## src/rtl/dwcm_pkg.sv

```systemverilog
package dwcm_pkg;

  localparam int VALUE_WIDTH = 16;
  localparam int FRAC_BITS = 12;
  localparam int FRAC_ONE = 4096;
  localparam int LEVEL_WIDTH = 13;
  localparam int GAIN_WIDTH = 16;
  localparam int GAIN_FRAC_BITS = 14;
  localparam int STEER_FRAC_BITS = 16;
  localparam int CODE_WIDTH = 8;
  localparam int ID_WIDTH = 11;
  localparam int CFG_INDEX_WIDTH = 3;
  localparam int CFG_DATA_WIDTH = 16;

  localparam logic [CFG_INDEX_WIDTH-1:0] CFG_STEERING_GAIN = 3'd0;
  localparam logic [CFG_INDEX_WIDTH-1:0] CFG_LEFT_WHEEL_GAIN = 3'd1;
  localparam logic [CFG_INDEX_WIDTH-1:0] CFG_RIGHT_WHEEL_GAIN = 3'd2;
  localparam logic [CFG_INDEX_WIDTH-1:0] CFG_TURN_LEVEL = 3'd3;
  localparam logic [CFG_INDEX_WIDTH-1:0] CFG_MOTOR_MIN = 3'd4;
  localparam logic [CFG_INDEX_WIDTH-1:0] CFG_MOTOR_MAX = 3'd5;
  localparam logic [CFG_INDEX_WIDTH-1:0] CFG_WHEEL_MSG_ID = 3'd6;

  localparam logic [GAIN_WIDTH-1:0] RESET_STEERING_GAIN = 16'd6554;
  localparam logic [GAIN_WIDTH-1:0] RESET_WHEEL_GAIN = 16'd16384;
  localparam logic [LEVEL_WIDTH-1:0] RESET_TURN_LEVEL = 13'd410;
  localparam logic [CODE_WIDTH-1:0] RESET_MOTOR_MIN = 8'd130;
  localparam logic [CODE_WIDTH-1:0] RESET_MOTOR_MAX = 8'd255;
  localparam logic [ID_WIDTH-1:0] RESET_WHEEL_MSG_ID = 11'd0;

  typedef struct packed {
    logic signed [VALUE_WIDTH-1:0] speed;
    logic signed [VALUE_WIDTH-1:0] heading;
    logic                          direction;
    logic                          go_flag;
  } in_t;

  typedef struct packed {
    logic [ID_WIDTH-1:0]   frame_id;
    logic [CODE_WIDTH-1:0] right_speed;
    logic                  right_dir;
    logic [CODE_WIDTH-1:0] left_speed;
    logic                  left_dir;
    logic                  go_out;
  } out_t;

  typedef struct packed {
    logic [GAIN_WIDTH-1:0]  steering_gain;
    logic [GAIN_WIDTH-1:0]  left_wheel_gain;
    logic [GAIN_WIDTH-1:0]  right_wheel_gain;
    logic [LEVEL_WIDTH-1:0] turn_level;
    logic [CODE_WIDTH-1:0]  motor_min;
    logic [CODE_WIDTH-1:0]  motor_max;
    logic [ID_WIDTH-1:0]    wheel_msg_id;
  } cfg_t;

  typedef struct packed {
    logic load;
    logic steer_en;
    logic mix_en;
    logic scale_en;
    logic map_en;
  } cmd_t;

  typedef struct packed {
    logic same;
  } status_t;

  typedef enum logic [2:0] {
    ST_IDLE,
    ST_STEER,
    ST_MIX,
    ST_SCALE,
    ST_MAP
  } state_t;

endpackage

```

## src/rtl/dwcm_cfg.sv

```systemverilog
module dwcm_cfg (
  input  logic                                 clk,
  input  logic                                 rst,
  input  logic                                 cfg_we,
  input  logic [dwcm_pkg::CFG_INDEX_WIDTH-1:0] cfg_index,
  input  logic [dwcm_pkg::CFG_DATA_WIDTH-1:0]  cfg_data,
  output dwcm_pkg::cfg_t                       cfg
);

  always_ff @(posedge clk) begin
    if (rst) begin
      cfg.steering_gain <= dwcm_pkg::RESET_STEERING_GAIN;
      cfg.left_wheel_gain <= dwcm_pkg::RESET_WHEEL_GAIN;
      cfg.right_wheel_gain <= dwcm_pkg::RESET_WHEEL_GAIN;
      cfg.turn_level <= dwcm_pkg::RESET_TURN_LEVEL;
      cfg.motor_min <= dwcm_pkg::RESET_MOTOR_MIN;
      cfg.motor_max <= dwcm_pkg::RESET_MOTOR_MAX;
      cfg.wheel_msg_id <= dwcm_pkg::RESET_WHEEL_MSG_ID;
    end else if (cfg_we) begin
      case (cfg_index)
        dwcm_pkg::CFG_STEERING_GAIN: begin
          cfg.steering_gain <= cfg_data;
        end
        dwcm_pkg::CFG_LEFT_WHEEL_GAIN: begin
          cfg.left_wheel_gain <= cfg_data;
        end
        dwcm_pkg::CFG_RIGHT_WHEEL_GAIN: begin
          cfg.right_wheel_gain <= cfg_data;
        end
        dwcm_pkg::CFG_TURN_LEVEL: begin
          cfg.turn_level <= cfg_data[dwcm_pkg::LEVEL_WIDTH-1:0];
        end
        dwcm_pkg::CFG_MOTOR_MIN: begin
          cfg.motor_min <= cfg_data[dwcm_pkg::CODE_WIDTH-1:0];
        end
        dwcm_pkg::CFG_MOTOR_MAX: begin
          cfg.motor_max <= cfg_data[dwcm_pkg::CODE_WIDTH-1:0];
        end
        dwcm_pkg::CFG_WHEEL_MSG_ID: begin
          cfg.wheel_msg_id <= cfg_data[dwcm_pkg::ID_WIDTH-1:0];
        end
        default: begin
        end
      endcase
    end
  end

endmodule

```

## src/rtl/dwcm_ctrl.sv

```systemverilog
module dwcm_ctrl (
  input  logic               clk,
  input  logic               rst,
  input  logic               in_valid,
  output logic               in_stall,
  output logic               out_valid,
  input  logic               out_stall,
  input  dwcm_pkg::status_t  status,
  output dwcm_pkg::cmd_t     cmd
);

  dwcm_pkg::state_t state, state_next;
  logic             out_valid_next;

  always_ff @(posedge clk) begin
    if (rst) begin
      state <= dwcm_pkg::ST_IDLE;
      out_valid <= 1'b0;
    end else begin
      state <= state_next;
      out_valid <= out_valid_next;
    end
  end

  always_comb begin
    state_next = state;
    in_stall = 1'b1;
    cmd = '0;
    case (state)
      dwcm_pkg::ST_IDLE: begin
        in_stall = 1'b0;
        cmd.load = in_valid;
        if (in_valid && !status.same) begin
          state_next = dwcm_pkg::ST_STEER;
        end
      end
      dwcm_pkg::ST_STEER: begin
        cmd.steer_en = 1'b1;
        state_next = dwcm_pkg::ST_MIX;
      end
      dwcm_pkg::ST_MIX: begin
        cmd.mix_en = 1'b1;
        state_next = dwcm_pkg::ST_SCALE;
      end
      dwcm_pkg::ST_SCALE: begin
        cmd.scale_en = 1'b1;
        state_next = dwcm_pkg::ST_MAP;
      end
      dwcm_pkg::ST_MAP: begin
        if (!(out_valid && out_stall)) begin
          cmd.map_en = 1'b1;
          state_next = dwcm_pkg::ST_IDLE;
        end
      end
      default: begin
        state_next = dwcm_pkg::ST_IDLE;
      end
    endcase
  end

  always_comb begin
    out_valid_next = out_valid;
    if (cmd.map_en) begin
      out_valid_next = 1'b1;
    end else if (out_valid && !out_stall) begin
      out_valid_next = 1'b0;
    end
  end

endmodule

```

## src/rtl/dwcm_datapath.sv

```systemverilog
module dwcm_datapath (
  input  logic               clk,
  input  logic               rst,
  input  dwcm_pkg::cmd_t     cmd,
  input  dwcm_pkg::cfg_t     cfg,
  input  dwcm_pkg::in_t      in_data,
  output dwcm_pkg::status_t  status,
  output dwcm_pkg::out_t     out_data
);

  localparam int VW = dwcm_pkg::VALUE_WIDTH;
  localparam int LW = dwcm_pkg::LEVEL_WIDTH;
  localparam int GW = dwcm_pkg::GAIN_WIDTH;
  localparam int DW = VW + 2;
  localparam int PW = DW + GW + 1;
  localparam int SW = PW - dwcm_pkg::STEER_FRAC_BITS;
  localparam int MW = SW + 1;
  localparam int QW = LW + GW;
  localparam int NW = dwcm_pkg::CODE_WIDTH + dwcm_pkg::FRAC_BITS + 3;
  localparam logic signed [MW-1:0] ONE_MIX = MW'(dwcm_pkg::FRAC_ONE);
  localparam logic [QW-dwcm_pkg::GAIN_FRAC_BITS-1:0] ONE_SCALE =
    (QW-dwcm_pkg::GAIN_FRAC_BITS)'(dwcm_pkg::FRAC_ONE);

  dwcm_pkg::in_t          prev;
  dwcm_pkg::in_t          cur;
  logic signed [VW-1:0]   last_steer_heading;
  logic signed [PW-1:0]   steer_prod;
  logic [LW-1:0]          level_l;
  logic [LW-1:0]          level_r;
  logic                   dir_l;
  logic                   dir_r;
  logic [QW-1:0]          scaled_l;
  logic [QW-1:0]          scaled_r;

  logic                   fwd;
  logic                   turn;
  logic signed [DW-1:0]   diff;
  logic signed [SW-1:0]   steer;
  logic signed [MW-1:0]   sum_l;
  logic signed [MW-1:0]   sum_r;
  logic [LW-1:0]          lim_l;
  logic [LW-1:0]          lim_r;
  logic signed [9:0]      span;
  logic signed [NW-1:0]   base;
  logic signed [NW-1:0]   num_l;
  logic signed [NW-1:0]   num_r;

  function automatic logic [LW-1:0] clamp_unit(input logic signed [MW-1:0] x);
    logic [LW-1:0] r;
    if (x[MW-1]) begin
      r = '0;
    end else if (x > ONE_MIX) begin
      r = LW'(dwcm_pkg::FRAC_ONE);
    end else begin
      r = x[LW-1:0];
    end
    return r;
  endfunction

  function automatic logic [LW-1:0] limit_scaled(input logic [QW-1:0] p);
    logic [QW-dwcm_pkg::GAIN_FRAC_BITS-1:0] s;
    logic [LW-1:0] r;
    s = p[QW-1:dwcm_pkg::GAIN_FRAC_BITS];
    if (s > ONE_SCALE) begin
      r = LW'(dwcm_pkg::FRAC_ONE);
    end else begin
      r = s[LW-1:0];
    end
    return r;
  endfunction

  assign status.same = (in_data == prev);

  assign fwd = !cur.speed[VW-1] && (cur.speed != '0);
  assign turn = (cur.speed == '0) && (cur.heading != '0);
  assign diff = {cur.heading[VW-1], cur.heading, 1'b0}
              - {{2{last_steer_heading[VW-1]}}, last_steer_heading};
  assign steer = steer_prod[PW-1:dwcm_pkg::STEER_FRAC_BITS];
  assign sum_l = MW'(cur.speed) + MW'(steer);
  assign sum_r = MW'(cur.speed) - MW'(steer);

  assign lim_l = limit_scaled(scaled_l);
  assign lim_r = limit_scaled(scaled_r);
  assign span = $signed({2'b00, cfg.motor_max}) - $signed({2'b00, cfg.motor_min});
  assign base = $signed({3'b000, cfg.motor_min, {dwcm_pkg::FRAC_BITS{1'b0}}});
  assign num_l = base + NW'($signed({1'b0, lim_l}) * span);
  assign num_r = base + NW'($signed({1'b0, lim_r}) * span);

  always_ff @(posedge clk) begin
    if (rst) begin
      prev <= '0;
      last_steer_heading <= '0;
    end else begin
      if (cmd.load && !status.same) begin
        prev <= in_data;
      end
      if (cmd.steer_en && fwd) begin
        last_steer_heading <= cur.heading;
      end
    end
  end

  always_ff @(posedge clk) begin
    if (cmd.load) begin
      cur <= in_data;
    end
    if (cmd.steer_en) begin
      steer_prod <= diff * $signed({1'b0, cfg.steering_gain});
    end
    if (cmd.mix_en) begin
      if (turn) begin
        level_l <= cfg.turn_level;
        level_r <= cfg.turn_level;
        dir_l <= cur.heading[VW-1];
        dir_r <= !cur.heading[VW-1];
      end else if (fwd) begin
        level_l <= clamp_unit(sum_l);
        level_r <= clamp_unit(sum_r);
        dir_l <= cur.direction;
        dir_r <= cur.direction;
      end else begin
        level_l <= '0;
        level_r <= '0;
        dir_l <= cur.direction;
        dir_r <= cur.direction;
      end
    end
    if (cmd.scale_en) begin
      scaled_l <= level_l * cfg.left_wheel_gain;
      scaled_r <= level_r * cfg.right_wheel_gain;
    end
    if (cmd.map_en) begin
      out_data.frame_id <= cfg.wheel_msg_id;
      out_data.right_speed <= num_r[dwcm_pkg::FRAC_BITS +: dwcm_pkg::CODE_WIDTH];
      out_data.right_dir <= dir_r;
      out_data.left_speed <= num_l[dwcm_pkg::FRAC_BITS +: dwcm_pkg::CODE_WIDTH];
      out_data.left_dir <= dir_l;
      out_data.go_out <= cur.go_flag;
    end
  end

endmodule

```

## src/rtl/differential_wheel_command_mixer_unit.sv

```systemverilog
// Channel   Direction  Handshake             Payload
// in        input      in_valid / in_stall   dwcm_pkg::in_t (speed, heading, direction, go)
// out       output     out_valid / out_stall dwcm_pkg::out_t (one wheel frame)
// cfg       input      cfg_we                cfg_index, cfg_data
//
// A new command is loaded at its accepting edge and presents its frame after these steps:
// the steering multiply, the mix and clamp, the wheel gain multiply and the motor code
// multiply, each a state of one shared sequencer, with the input stalled meanwhile, so
// a new command is taken only once the last frame is written. A repeated command is
// dropped in its accepting cycle. Reset is synchronous and restores the register defaults
// and the remembered command. A frame waits in the output register under stall while the
// next command is taken in; the final step holds until that register is free.
module differential_wheel_command_mixer_unit (
  input  logic                                 clk,
  input  logic                                 rst,
  input  logic                                 in_valid,
  output logic                                 in_stall,
  input  dwcm_pkg::in_t                        in_data,
  output logic                                 out_valid,
  input  logic                                 out_stall,
  output dwcm_pkg::out_t                       out_data,
  input  logic                                 cfg_we,
  input  logic [dwcm_pkg::CFG_INDEX_WIDTH-1:0] cfg_index,
  input  logic [dwcm_pkg::CFG_DATA_WIDTH-1:0]  cfg_data
);

  dwcm_pkg::cfg_t    cfg;
  dwcm_pkg::cmd_t    cmd;
  dwcm_pkg::status_t status;

  dwcm_cfg u_cfg (
    .clk       (clk),
    .rst       (rst),
    .cfg_we    (cfg_we),
    .cfg_index (cfg_index),
    .cfg_data  (cfg_data),
    .cfg       (cfg)
  );

  dwcm_ctrl u_ctrl (
    .clk       (clk),
    .rst       (rst),
    .in_valid  (in_valid),
    .in_stall  (in_stall),
    .out_valid (out_valid),
    .out_stall (out_stall),
    .status    (status),
    .cmd       (cmd)
  );

  dwcm_datapath u_datapath (
    .clk      (clk),
    .rst      (rst),
    .cmd      (cmd),
    .cfg      (cfg),
    .in_data  (in_data),
    .status   (status),
    .out_data (out_data)
  );

  a_map_free: assert property (@(posedge clk) disable iff (rst)
    !(cmd.map_en && out_valid && out_stall))
    else $error("frame written over a stalled result");

  a_busy_after_new: assert property (@(posedge clk) disable iff (rst)
    (in_valid && !in_stall && !status.same) |=> in_stall)
    else $error("new command did not start the sequencer");

  a_map_sets_valid: assert property (@(posedge clk) disable iff (rst)
    cmd.map_en |=> out_valid)
    else $error("finished frame not presented");

  a_one_step: assert property (@(posedge clk) disable iff (rst)
    $onehot0({cmd.load, cmd.steer_en, cmd.mix_en, cmd.scale_en, cmd.map_en}))
    else $error("more than one datapath step in a cycle");

endmodule
```

## config.mk

```make
export PLATFORM = sky130hd
export DESIGN_NAME = differential_wheel_command_mixer_unit
export DESIGN_NICKNAME = d
export VERILOG_FILES = /design/src/rtl/dwcm_pkg.sv /design/src/rtl/dwcm_cfg.sv /design/src/rtl/dwcm_ctrl.sv /design/src/rtl/dwcm_datapath.sv /design/src/rtl/differential_wheel_command_mixer_unit.sv
export SDC_FILE = /design/constraint.sdc
export NUM_CORES = 2
export LEC_CHECK = 0
export BUFFER_PORTS_ARGS = -buffer_cell sky130_fd_sc_hd__buf_2
export CAP_MARGIN = 30
export CORE_MARGIN = 3
export CORE_UTILIZATION = 34
export DETAILED_ROUTE_END_ITERATION = 8
export PLACE_DENSITY = 0.58
export SYNTH_ARGS = -nofsm -noshare
export SYNTH_HDL_FRONTEND = slang
export SYNTH_SLANG_ARGS = --single-unit
```

## constraint.sdc

```tcl
create_clock -name clk -period 11.12 [get_ports clk]
set_input_delay 0 -clock clk [delete_from_list [all_inputs] [get_ports clk]]
set_output_delay 0 -clock clk [all_outputs]
set_load 0.02 [all_outputs]
```

==> out/results.ini <==
[outcome]
outcome=completed

[sta]
relSlewSlack_pct=29.09
fin_hold_ws_ps=44.88
setup_viol=0
drv_slew=0
fin_skew_ps=37.49
tightest_slew_ps=1058
min_period_over_period_pct=80.19
final.setup.tns_ps=0
final_hold_viol_count=0
max_freq_ghz=0.1121
rsz0062_at_grt=false
period_needed_ps=8918

[worst_setup_path]
critical_path.slowest_cell=fa_1
path_common_cell=fa_1
endpoint_kind=flop
path_delay_family=adder cells
crit_arrival_ps=9240
r2r-end=u_datapath.steer_prod[31]$_DFFE_PP_
start_kind=flop
r2r_cells=31
reg2reg_from=u_datapath.last_steer_heading[0]$_SDFFE_PP0P_
path_buf_inv=6
ff2ff_setup_slack_ps=2200
slowest_delay_ps=540
crit_type=flop to flop
required_ps=11440
cp_max_fo=18

[drt]
drc=0
routed_wl_mm=111.1
wl_per_cell_um=17.23
ant_nets=0
vias=31400
firstDrtPassIters=5
drt_iter0_markers=1863
drt-vias-per-instance=4.871

[grt]
grt_overflow_total=0
grt_usage_pct=17.35
grt_max_degree=88
antenna_found_initial=14
grt_pass1_vias=33080
grt_first_pass_wirelength_mm=181.2

[final_layout]
num-nets-final=5962
final_design_area_no_fill_mm2=0.04704
drive_gt1_share_pct=4.952
syn2layout_area_growth_pct=9.204
final_cells=6446

[synth]
synth.area.top_cells=fa_1 35%, ha_1 10%, edfxtp_1 9.8%
synth_fa_ha_area_share_pct=46.06
async_reset_ff_share_pct=0
muxShareOfSynthArea_pct=0.9294
synthCells=4741
synthesis.area_mm2=0.04308
synth_compound_area_share_pct=6.221
yosysTopAreaCell=fa_1
synth_most_common_cell=inv_1
syn_nets=5923
synthTopCellsByCount=920 x inv_1, 862 x nand2_1, 763 x fa_1
netlist.area_leader.share_pct=35.46
ys.flop_type=dfxtp_1
synth-xor-area-share_pct=3.154
yosys.area_share.simple_pct=17.45
yosysSeqAreaShare_pct=16.43
syn_avg_cell_area_um2=9.086
yosysUniqueCellTypes=87
synth_warnings=0
synth_edf_count=141
ys_seq_elements=283
synth_top_family_by_area=adder cells

[power_and_ir_drop]
seq_power_share_pct=14.0
p_switching_mw=6.003
peakVddDrop_mv=0.5825
internal-power_mw=5.980
leakagePower_nw=21.84
p_per_area_mw_per_mm2=254.7
clkPwrFrac_pct=10.0
switching_share_pct=50.10
power_frac_comb_pct=76.0

[clock_network]
post-cts-setup-buffers=0
numCtsBuffers=34
clkTransAtPathRegs_ps=70
clock_path_buffers=3
cts_tree=built
ctsRootBufferMaster=clkbuf_16
insertion_delay_ps=590
clkSinkCount=283
htree_levels=2

[floorplan]
initial_core_util_pct=34.53
rows=129
pin_count=90
core_area_mm2=0.1248
die_h_um=362.0
die-area_mm2=0.1310
die_w_um=362.0

[hold_path]
min_to=u_cfg.cfg[78]$_SDFFE_PP0P_
hold_depth=5
hold_class=primary input to flop
hold_start=cfg_we

[placed_design]
gp_congestion=0.8633
dpl.hpwl_mm=87.87
port_buffers=89
dp_cells=6321
placed_area_mm2=0.04528

[flow_run]
maxCapViolations=0

cell families (layout without fill, tap and decap cells):
| family | Yosys count | after routing |
|---|---|---|
| XOR/XNOR | 152 | 152 |
| buffers and inverters | 1111 | 1176 |
| AND/OR/NAND/NOR | 1626 | 1626 |
| other | 0 | 3 |
| AO/OA/AOI/OAI | 400 | 400 |
| adder cells (fa/ha/maj) | 1129 | 1129 |
| multiplexers | 40 | 40 |
| flip-flops | 283 | 283 |
through the flow:
step / setup WS [ps] / util (%) / total power, mW
finish: 2202 / 37.71 / 11.98
global route: 1615 / 37.70 / 13.33
CTS: 2245 / 37.70 / 12.10
detailed placement: 2294 / 36.29 / 10.80
global placement: 2398 / 36.24 / 10.65
floorplan: 2999 / - / 8.345
power by group through the flow:
| stage | clock [mW] | sequential (mW) | combinational [mW] |
|---|---|---|---|
| global placement | 0 | 1.70 | 8.95 |
| detailed placement | 0 | 1.70 | 9.10 |
| CTS | 1.22 | 1.68 | 9.20 |
| finish | 1.20 | 1.68 | 9.11 |
| floorplan | 0 | 1.63 | 6.72 |
| global route | 1.27 | 1.69 | 10.4 |
repair_timing:
| item | 4_1_cts | 5_1_grt |
|---|---|---|
| gates resized for setup | 0 | 0 |
| hold buffers | 60 | 0 |
| endpoints found under the hold margin | 176 | 0 |
area by class of cell:
type	instances	area, µm²
Fill cell	12570	77720
Multi-Input combinational cell	3347	31900
Sequential cell	283	7077
Inverter	922	3461
Tap cell	1637	2048
Timing Repair Buffer	192	1395
Clock buffer	42	894.6
Clock inverter	20	262.8
Antenna cell	3	7.507
placed cells by master, fill, tap and decap left out, drive strengths merged, types with 32 or more instances in the layout:
cell type      n
inv          930
nand2        862
fa           763
ha           361
and2         284
nor2         198
a21oi        149
dfxtp        142
edfxtp       141
buf          132
xnor2        109
dlygate4sd3   60
o21ai         58
nand2b        46
nor3          43
clkbuf        42
xor2          41
mux2i         40
nor2b         32
nor4          32
tightest hold or removal path: cells and delay by family:
kind / cells / cell delay, ps
compound gates: 1 / 50
simple gates: 3 / 390
buf+inv: 1 / 130
layer usage:
| layer | global-route usage (%) | part of all wire, % | wire, µm |
|---|---|---|---|
| met2 | 28.81 | 47 | 51800 |
| met3 | 3.344 | 6.3 | 6982 |
| met1 | 23.51 | 45 | 49900 |
| met5 | 0 | 0.090 | 100 |
| met4 | 3.795 | 2.0 | 2264 |
state kept, by name (all words and copies together) (netlist names):
name / count
u_datapath.prev: 34
u_datapath.level_r: 13
u_datapath.dir_r: 1
u_datapath.scaled_r: 15
u_datapath.scaled_l: 15
u_ctrl.state: 3
u_datapath.steer_prod: 19
u_datapath.dir_l: 1
u_cfg.cfg: 88
u_datapath.last_steer_heading: 16
u_datapath.level_l: 13
u_datapath.cur: 34
u_ctrl.out_valid: 1
u_datapath.out_data: 30
worst max path at each step:
| stage | from | end | slack (ps) | cells past startpoint |
|---|---|---|---|---|
| 5_1_grt | u_datapath.cur[2]$_DFFE_PP_ | u_datapath.steer_prod[34]$_DFFE_PP_ | 1610 | 30 |
| 6_report | u_datapath.last_steer_heading[0]$_SDFFE_PP0P_ | u_datapath.steer_prod[31]$_DFFE_PP_ | 2200 | 31 |
| 3_5_place_dp | u_datapath.last_steer_heading[0]$_SDFFE_PP0P_ | u_datapath.steer_prod[31]$_DFFE_PP_ | 2290 | 31 |
| 4_1_cts | u_datapath.last_steer_heading[0]$_SDFFE_PP0P_ | u_datapath.steer_prod[31]$_DFFE_PP_ | 2250 | 31 |
| 2_1_floorplan | u_datapath.cur[2]$_DFFE_PP_ | u_datapath.steer_prod[31]$_DFFE_PP_ | 3000 | 28 |
| 3_3_place_gp | u_datapath.last_steer_heading[0]$_SDFFE_PP0P_ | u_datapath.steer_prod[31]$_DFFE_PP_ | 2400 | 31 |
Power figures use the tool's default switching activity.
